**src/rtl/core/spt_pkg.sv**
```systemverilog
// ----------------------------------------------------------------------------
// spt_pkg
// Shared types and constants of the stride prefetch table.
// ----------------------------------------------------------------------------
package spt_pkg;

    localparam int TABLE_ENTRIES  = 16;
    localparam int ADDR_BITS      = 48;
    localparam int IDX_BITS       = (TABLE_ENTRIES > 1) ? $clog2(TABLE_ENTRIES) : 1;
    localparam int AGE_BITS       = 8;
    localparam int CONF_BITS      = 2;
    localparam int MULT_BITS      = 4;
    localparam int QUEUE_DEPTH    = 2;
    localparam int QPTR_BITS      = (QUEUE_DEPTH > 1) ? $clog2(QUEUE_DEPTH) : 1;
    localparam int QCNT_BITS      = $clog2(QUEUE_DEPTH + 1);
    localparam int CFG_INDEX_BITS = 8;
    localparam int CFG_DATA_BITS  = 4;

    typedef logic [ADDR_BITS-1:0] t_addr;
    typedef logic [IDX_BITS-1:0]  t_idx;
    typedef logic [AGE_BITS-1:0]  t_age;
    typedef logic [CONF_BITS-1:0] t_conf;
    typedef logic [MULT_BITS-1:0] t_mult;

    localparam t_age AGE_MAX = {AGE_BITS{1'b1}};

    localparam logic [CFG_INDEX_BITS-1:0] CFG_THRESHOLD  = CFG_INDEX_BITS'(0);
    localparam logic [CFG_INDEX_BITS-1:0] CFG_MULTIPLIER = CFG_INDEX_BITS'(1);

    localparam t_conf THRESHOLD_RESET  = CONF_BITS'(2);
    localparam t_mult MULTIPLIER_RESET = MULT_BITS'(4);

    typedef struct packed {
        t_addr instr_address;
        t_addr data_address;
    } t_item;

    typedef struct packed {
        t_conf threshold;
        t_mult multiplier;
    } t_cfg;

endpackage

```
**src/rtl/core/stride_prefetch_table.sv**
```systemverilog
// ----------------------------------------------------------------------------
// stride_prefetch_table
// Stride prefetcher with a reference prediction table keyed by load address.
// ----------------------------------------------------------------------------
// Each accepted miss item yields exactly one result item, in order. The table
// walker handles one item at a time: it searches every entry for tag and age,
// one entry per cycle, then selects, forms the stride difference, compares and
// updates, multiplies and adds. A two-entry input queue takes new items while
// the walker is busy, and the output register lets the next item proceed while
// a result waits. The configuration port is always ready; write it only while
// the block is idle.
module stride_prefetch_table import spt_pkg::*; (
    input  logic                      i_clk,
    input  logic                      i_rst_n,
    input  logic                      i_valid,
    output logic                      o_stall,
    input  t_addr                     i_instr_address,
    input  t_addr                     i_data_address,
    output logic                      o_valid,
    input  logic                      i_stall,
    output logic                      o_prefetch_valid,
    output t_addr                     o_prefetch_address,
    input  logic                      i_cfg_valid,
    output logic                      o_cfg_ready,
    input  logic [CFG_INDEX_BITS-1:0] i_cfg_index,
    input  logic [CFG_DATA_BITS-1:0]  i_cfg_data
);

    t_cfg  r_cfg;
    logic  q_valid;
    t_item q_item;
    logic  q_pop;

    assign o_cfg_ready = 1'b1;

    always_ff @(posedge i_clk) begin
        if (!i_rst_n) begin
            r_cfg.threshold  <= THRESHOLD_RESET;
            r_cfg.multiplier <= MULTIPLIER_RESET;
        end else if (i_cfg_valid) begin
            // drop writes to unknown indexes
            if (i_cfg_index == CFG_THRESHOLD) begin
                r_cfg.threshold <= i_cfg_data[CONF_BITS-1:0];
            end else if (i_cfg_index == CFG_MULTIPLIER) begin
                r_cfg.multiplier <= i_cfg_data[MULT_BITS-1:0];
            end
        end
    end

    spt_front u_front (
        .i_clk           (i_clk),
        .i_rst_n         (i_rst_n),
        .i_valid         (i_valid),
        .o_stall         (o_stall),
        .i_instr_address (i_instr_address),
        .i_data_address  (i_data_address),
        .o_q_valid       (q_valid),
        .o_q_item        (q_item),
        .i_q_pop         (q_pop)
    );

    spt_back u_back (
        .i_clk              (i_clk),
        .i_rst_n            (i_rst_n),
        .i_cfg              (r_cfg),
        .i_q_valid          (q_valid),
        .i_q_item           (q_item),
        .o_q_pop            (q_pop),
        .o_valid            (o_valid),
        .i_stall            (i_stall),
        .o_prefetch_valid   (o_prefetch_valid),
        .o_prefetch_address (o_prefetch_address)
    );

endmodule

```
**src/rtl/core/spt_front.sv**
```systemverilog
// ----------------------------------------------------------------------------
// spt_front
// Input side: accepts miss items and holds them in a short queue until the
// table walker takes them.
// ----------------------------------------------------------------------------
module spt_front import spt_pkg::*; (
    input  logic  i_clk,
    input  logic  i_rst_n,
    input  logic  i_valid,
    output logic  o_stall,
    input  t_addr i_instr_address,
    input  t_addr i_data_address,
    output logic  o_q_valid,
    output t_item o_q_item,
    input  logic  i_q_pop
);

    t_item                r_buf [QUEUE_DEPTH];
    logic [QPTR_BITS-1:0] r_wr_ptr;
    logic [QPTR_BITS-1:0] r_rd_ptr;
    logic [QCNT_BITS-1:0] r_count;
    logic                 push;
    logic                 pop;

    localparam logic [QPTR_BITS-1:0] PTR_LAST = QPTR_BITS'(QUEUE_DEPTH - 1);
    localparam logic [QCNT_BITS-1:0] CNT_FULL = QCNT_BITS'(QUEUE_DEPTH);

    assign o_stall   = (r_count == CNT_FULL);
    assign push      = i_valid && !o_stall;
    assign pop       = i_q_pop && o_q_valid;
    assign o_q_valid = (r_count != '0);
    assign o_q_item  = r_buf[r_rd_ptr];

    always_ff @(posedge i_clk) begin
        if (push) begin
            r_buf[r_wr_ptr] <= '{instr_address: i_instr_address,
                                 data_address:  i_data_address};
        end
    end

    always_ff @(posedge i_clk) begin
        if (!i_rst_n) begin
            r_wr_ptr <= '0;
            r_rd_ptr <= '0;
            r_count  <= '0;
        end else begin
            if (push) begin
                r_wr_ptr <= (r_wr_ptr == PTR_LAST) ? '0 : r_wr_ptr + 1'b1;
            end
            if (pop) begin
                r_rd_ptr <= (r_rd_ptr == PTR_LAST) ? '0 : r_rd_ptr + 1'b1;
            end
            unique case ({push, pop})
                2'b10:   r_count <= r_count + 1'b1;
                2'b01:   r_count <= r_count - 1'b1;
                default: r_count <= r_count;
            endcase
        end
    end

endmodule

```
**src/rtl/core/spt_back.sv**
```systemverilog
// ----------------------------------------------------------------------------
// spt_back
// Table side: walks the prediction table one entry a cycle, picks the hit,
// empty or oldest entry, updates stride and confidence and forms the
// prefetch candidate in an output register.
// ----------------------------------------------------------------------------
module spt_back import spt_pkg::*; (
    input  logic  i_clk,
    input  logic  i_rst_n,
    input  t_cfg  i_cfg,
    input  logic  i_q_valid,
    input  t_item i_q_item,
    output logic  o_q_pop,
    output logic  o_valid,
    input  logic  i_stall,
    output logic  o_prefetch_valid,
    output t_addr o_prefetch_address
);

    typedef enum logic [2:0] {
        S_IDLE,
        S_WALK,
        S_SEL,
        S_DIFF,
        S_CMP,
        S_MUL,
        S_ADD
    } t_state;

    localparam t_idx IDX_LAST = IDX_BITS'(TABLE_ENTRIES - 1);

    // table storage
    t_addr r_tag    [TABLE_ENTRIES];
    t_addr r_last   [TABLE_ENTRIES];
    t_addr r_stride [TABLE_ENTRIES];
    t_conf r_conf   [TABLE_ENTRIES];
    t_age  r_age    [TABLE_ENTRIES];

    t_state r_state;
    t_addr  r_pc;
    t_addr  r_addr;
    t_idx   r_idx;
    logic   r_hit;
    t_idx   r_hit_idx;
    logic   r_have_empty;
    t_idx   r_empty_idx;
    t_idx   r_oldest_idx;
    t_age   r_oldest_age;
    t_addr  r_diff;
    t_conf  r_new_conf;
    t_addr  r_new_stride;
    t_addr  r_prod;
    logic   r_out_valid;
    logic   r_out_pv;
    t_addr  r_out_addr;

    t_addr  cur_tag;
    logic   cur_match;
    t_age   cur_age;
    t_idx   sel;
    t_addr  cur_last;
    t_conf  thr;
    logic   stride_eq;
    t_conf  conf_next;
    t_addr  stride_next;
    logic   out_load;
    logic [ADDR_BITS+MULT_BITS-1:0] prod_full;

    always_comb begin
        cur_tag     = r_tag[r_idx];
        cur_match   = (cur_tag == r_pc);
        // a matching entry has its age cleared in this same step
        cur_age     = cur_match ? '0 : r_age[r_idx];
        cur_last    = r_last[r_idx];
        thr         = (i_cfg.threshold == '0) ? CONF_BITS'(1) : i_cfg.threshold;
        stride_eq   = (r_diff == r_stride[r_idx]);
        if (stride_eq) begin
            conf_next   = (r_conf[r_idx] < thr) ? r_conf[r_idx] + 1'b1 : r_conf[r_idx];
            stride_next = r_stride[r_idx];
        end else begin
            conf_next   = '0;
            stride_next = r_diff;
        end
        priority if (r_hit) begin
            sel = r_hit_idx;
        end else if (r_have_empty) begin
            sel = r_empty_idx;
        end else begin
            sel = r_oldest_idx;
        end
        prod_full = {{MULT_BITS{1'b0}}, r_new_stride} * {{ADDR_BITS{1'b0}}, i_cfg.multiplier};
        out_load  = (r_state == S_ADD) && (!r_out_valid || !i_stall);
    end

    assign o_q_pop            = (r_state == S_IDLE) && i_q_valid;
    assign o_valid            = r_out_valid;
    assign o_prefetch_valid   = r_out_pv;
    assign o_prefetch_address = r_out_addr;

    // table updates
    always_ff @(posedge i_clk) begin
        if (!i_rst_n) begin
            for (int j = 0; j < TABLE_ENTRIES; j++) begin
                r_tag[j]    <= '0;
                r_last[j]   <= '0;
                r_stride[j] <= '0;
                r_conf[j]   <= '0;
                r_age[j]    <= '0;
            end
        end else begin
            unique case (r_state)
                S_WALK: begin
                    if (cur_match) begin
                        r_age[r_idx] <= '0;
                    end
                end
                S_SEL: begin
                    if (!r_hit) begin
                        // full table: age everyone but the victim
                        if (!r_have_empty) begin
                            for (int j = 0; j < TABLE_ENTRIES; j++) begin
                                if (IDX_BITS'(j) != sel && r_age[j] != AGE_MAX) begin
                                    r_age[j] <= r_age[j] + 1'b1;
                                end
                            end
                        end
                        r_tag[sel]  <= r_pc;
                        r_last[sel] <= r_addr;
                        r_conf[sel] <= '0;
                        r_age[sel]  <= '0;
                    end
                end
                S_CMP: begin
                    r_conf[r_idx]   <= conf_next;
                    r_stride[r_idx] <= stride_next;
                    r_last[r_idx]   <= r_addr;
                end
                default: begin
                end
            endcase
        end
    end

    // sequencer and output register
    always_ff @(posedge i_clk) begin
        if (!i_rst_n) begin
            r_state      <= S_IDLE;
            r_out_valid  <= 1'b0;
            r_idx        <= '0;
            r_hit        <= 1'b0;
            r_have_empty <= 1'b0;
        end else begin
            if (out_load) begin
                r_out_valid <= 1'b1;
            end else if (r_out_valid && !i_stall) begin
                r_out_valid <= 1'b0;
            end
            unique case (r_state)
                S_IDLE: begin
                    if (i_q_valid) begin
                        r_pc         <= i_q_item.instr_address;
                        r_addr       <= i_q_item.data_address;
                        r_idx        <= '0;
                        r_hit        <= 1'b0;
                        r_hit_idx    <= '0;
                        r_have_empty <= 1'b0;
                        r_empty_idx  <= '0;
                        r_oldest_idx <= '0;
                        r_oldest_age <= '0;
                        r_state      <= S_WALK;
                    end
                end
                S_WALK: begin
                    if (cur_match) begin
                        r_hit     <= 1'b1;
                        r_hit_idx <= r_idx;
                    end
                    if (cur_tag == '0) begin
                        r_have_empty <= 1'b1;
                        r_empty_idx  <= r_idx;
                    end
                    // strict compare keeps the lowest index on ties
                    if (cur_age > r_oldest_age) begin
                        r_oldest_age <= cur_age;
                        r_oldest_idx <= r_idx;
                    end
                    if (r_idx == IDX_LAST) begin
                        r_state <= S_SEL;
                    end else begin
                        r_idx <= r_idx + 1'b1;
                    end
                end
                S_SEL: begin
                    r_idx   <= sel;
                    r_state <= S_DIFF;
                end
                S_DIFF: begin
                    r_diff  <= (r_addr >= cur_last) ? r_addr - cur_last : cur_last - r_addr;
                    r_state <= S_CMP;
                end
                S_CMP: begin
                    r_new_conf   <= conf_next;
                    r_new_stride <= stride_next;
                    r_state      <= S_MUL;
                end
                S_MUL: begin
                    r_prod  <= prod_full[ADDR_BITS-1:0];
                    r_state <= S_ADD;
                end
                S_ADD: begin
                    // hold until the output register is free
                    if (out_load) begin
                        r_out_pv    <= (r_new_conf >= thr);
                        r_out_addr  <= (r_new_conf >= thr) ? r_addr + r_prod : '0;
                        r_state     <= S_IDLE;
                    end
                end
                default: begin
                    r_state <= S_IDLE;
                end
            endcase
        end
    end

endmodule

```
**config.mk**
```make
export PLATFORM = sky130hd
export DESIGN_NAME = stride_prefetch_table
export DESIGN_NICKNAME = d
export VERILOG_FILES = /design/src/rtl/core/spt_pkg.sv /design/src/rtl/core/stride_prefetch_table.sv /design/src/rtl/core/spt_front.sv /design/src/rtl/core/spt_back.sv
export SDC_FILE = /design/constraint.sdc
export NUM_CORES = 2
export LEC_CHECK = 0
export BUFFER_PORTS_ARGS = -buffer_cell sky130_fd_sc_hd__buf_2
export CAP_MARGIN = 20
export CORE_MARGIN = 2
export CORE_UTILIZATION = 45
export DETAILED_ROUTE_END_ITERATION = 8
export PLACE_DENSITY = 0.57
export SYNTH_ARGS = -nofsm -noshare
export SYNTH_HDL_FRONTEND = slang
export SYNTH_SLANG_ARGS = --single-unit
```
**constraint.sdc**
```tcl
create_clock -name i_clk -period 15.9 [get_ports i_clk]
set_clock_uncertainty 0.15 [all_clocks]
set_input_delay 4.77 -clock i_clk [delete_from_list [all_inputs] [get_ports i_clk]]
set_output_delay 4.77 -clock i_clk [all_outputs]
set_load 0.02 [all_outputs]
```
==> results.sh <==
export IMPL_antenna_found_initial=21
export IMPL_layout_drive_gt1_share_pct=17.8
export IMPL_rsz0062_at_grt="false"
export IMPL_synth_area_top_cells="edfxtp_1, mux4_2, and2_1, and3_1, nor2_1"
export IMPL_grt_max_degree=112
export IMPL_core_region_area_um2=315000
export IMPL_leakage_nw=58.5
export IMPL_syn_cell_area_um2=143000
export IMPL_die_h_um=568
export IMPL_rows=206
export IMPL_post_route_period_util_pct=60.8
export IMPL_drt_first_pass_iters=6
export IMPL_p_int_mw=15.8
export IMPL_seq_area_frac_synth_pct=61.8
export IMPL_crit_type="in2reg"
export IMPL_crit_start="i_rst_n"
export IMPL_relSlewSlack_pct=25.1
export IMPL_synth_seq_cells=2991
export IMPL_drt_iter0_markers=9305
export IMPL_place_ws_ps=5370
export IMPL_ir_worst_vdd_mv=0.0987
export IMPL_clock_latency_ps=950
export IMPL_power_share_sequential_pct=40.5
export IMPL_cts_resized=0
export IMPL_worstRegToRegCells=17
export IMPL_hold_buffers=0
export IMPL_synth_edf_count=2839
export IMPL_clk_pin_slew_worst_paths_ps=60
export IMPL_swShare_pct=32.8
export IMPL_power_density_nw_per_um2=148
export IMPL_crit_top_cell="buf_4"
export IMPL_path_cells="buf_6, clkinv_1, nor2_1, nand2_1, nor2_1, a21boi_4, buf_4, buf_4, o21ai_4, buf_4"
export IMPL_ant_nets=0
export IMPL_max_freq_mhz=103
export IMPL_hold_violations=0
export IMPL_layout_common_cells="edfxtp_1, and2_1, nor2_1"
export IMPL_top_level_ports=165
export IMPL_die_w_um=568
export IMPL_synth_fp_nets=10533
export IMPL_reg2reg_setup_slack_ps=6660
export IMPL_grt_usage_pct=25.6
export IMPL_switching_power_mw=7.69
export IMPL_area_growth_pct=10.9
export IMPL_fin_crit_ps=9670
export IMPL_finalSetupTns_ps=0
export IMPL_postLayoutCellArea_um2=159000
export IMPL_dp_cells=13785
export IMPL_synth_cell_types=88
export IMPL_place_gp_congestion=0.859
export IMPL_wl_mm=418
export IMPL_place_hpwl_mm=249
export IMPL_clockPowerShare_pct=32.3
export IMPL_crit_path_max_fanout=63
export IMPL_layout_cells_non_filler=14394
export IMPL_cap_violations=0
export IMPL_final_common_cell="edfxtp_1"
export IMPL_p_comb_share_pct=27.2
export IMPL_cts_made_buffers=332
export IMPL_worst_setup_path_end_kind="flop"
export IMPL_fill_cells=26604
export IMPL_ys_warn_count=0
export IMPL_start_util_pct=45.3
export IMPL_slowest_stage="clkinv_1"
export IMPL_fin_nets=10388
export IMPL_grt_pass1_vias=87036
export IMPL_post_cts_buffers=0
export IMPL_grt_overflow_total=0
export IMPL_clock_path_buffers=4
export IMPL_async_reset_ff_share_pct=0
export IMPL_worstHoldPathType="reg2reg"
export IMPL_setup_violations=0
export IMPL_routedWlPerCell_um=29.0
export IMPL_start_kind="input port"
export IMPL_vias=86258
export IMPL_synth_top_cell_by_area="edfxtp_1"
export IMPL_max_stage_delay_ps=830
export IMPL_cp_data_required_time_ps=16250
export IMPL_final_max_slew_viol_count=0
export IMPL_tightest_slew_ps=1120
export IMPL_endpoint="u_back.r_last[2][27]"
export IMPL_grt_pass1_wl_mm=606
export IMPL_cts_tree="done"
export IMPL_clock_sinks=2991
export IMPL_placed_area_um2=148000
export IMPL_htreeDepth=5
export IMPL_r2r_end="u_back.r_diff[43]"
export IMPL_synthCells=10106
export IMPL_status="finished clean"
export IMPL_ys_flop_type="edfxtp_1"
export IMPL_layout_setup_ws_ps=6230
export IMPL_avgViaCountPerCell=5.99
export IMPL_crit_arrival_ps=10020
export IMPL_drc_errors=0
export IMPL_clock_tree_root_cell="clkbuf_16"
export IMPL_yosysTopAreaCellShare_pct=59.7
export IMPL_hold_ws_ps=309
export IMPL_syn_area_per_cell_um2=14.1
export IMPL_io_buffers=163
export IMPL_dieArea_um2=322000
sequential cells by signal, summed over array words and instances, names as in the netlist, 128 cells and up, named ones only:
name	flops
u_front.r_buf	192
u_back.r_stride	768
u_back.r_last	768
u_back.r_tag	768
u_back.r_age	128
critical path: cells and delay by family:
family | cells | cell delay, ps
AO/OA/AOI/OAI | 2 | 690
buffers and inverters | 5 | 3000
AND/OR/NAND/NOR | 3 | 1240
routing by layer:
metal	vias up	part of all wire [%]	GRT usage [%]
li1	37345	-	-
met1	45076	42	35.4
met2	3239	48	42.0
met3	594	6.7	3.39
met4	4	3.6	8.31
met5	-	0.0050	0
cell type report:
| class | count | area [µm²] | share of cell area [%] |
|---|---|---|---|
| sequential | 2991 | 88300 | 55.7 |
| multi-input combinational | 5974 | 50800 | 32.1 |
| clock buffer | 420 | 8740 | 5.52 |
| tap | 4160 | 5200 | 3.28 |
| timing repair buffer | 375 | 2510 | 1.58 |
| clock inverter | 177 | 1790 | 1.13 |
| inverter | 287 | 1090 | 0.686 |
| antenna | 10 | 25.0 | 0.0158 |
power groups by stage:
stage               logic [mW]  clock network, mW  registers, mW
floorplan                 4.36                  0           9.40
global placement          6.35                  0           9.65
detailed placement        6.37                  0           9.67
CTS                       6.39               7.69           9.50
global route              6.77               7.98           9.53
finish                    6.39               7.58           9.50
worst min-delay path by stage:
stage	startpoint	endpoint	slack, ps	cells after the start
final	u_back.r_diff[16]	u_back.r_new_stride[16]	310	0
after CTS	u_back.r_diff[16]	u_back.r_new_stride[16]	310	0
after floorplan	r_cfg[4]	r_cfg[4]	310	2
after global placement	u_back.r_diff[16]	u_back.r_new_stride[16]	310	0
after global routing	u_back.r_diff[16]	u_back.r_new_stride[16]	320	0
after detailed placement	u_back.r_diff[16]	u_back.r_new_stride[16]	310	0
Yosys cell counts, drive strengths merged, types with 167 or more instances:
cell and n:
edfxtp 2839, inv 231, and3 607, nor2 910, o21ai 168, nand2 390, mux4 724, a21oi 249
nor3 388, clkbuf 704, xnor2 167, and2 986, ha 222
per-stage QoR:
| stage | total power [mW] | utilization [%] |
|---|---|---|
| 2_1_floorplan | 13.8 | - |
| 3_3_place_gp | 16.0 | 46.9 |
| 3_5_place_dp | 16.0 | 46.9 |
| 4_1_cts | 23.6 | 50.2 |
| 5_1_grt | 24.3 | 50.2 |
| 6_report | 23.5 | 50.2 |
logic make-up after synthesis:
| logic type | synth area share, % |
|---|---|
| AO/OA/AOI/OAI | 3.67 |
| XOR/XNOR | 1.98 |
| adder cells (fa/ha/maj) | 3.23 |
| buffers and inverters | 3.16 |
| flip-flops | 61.8 |
| multiplexers | 13.1 |
| other | 0.00262 |
| AND/OR/NAND/NOR | 13.1 |
Note: power is estimated with default switching activity, not from simulation.
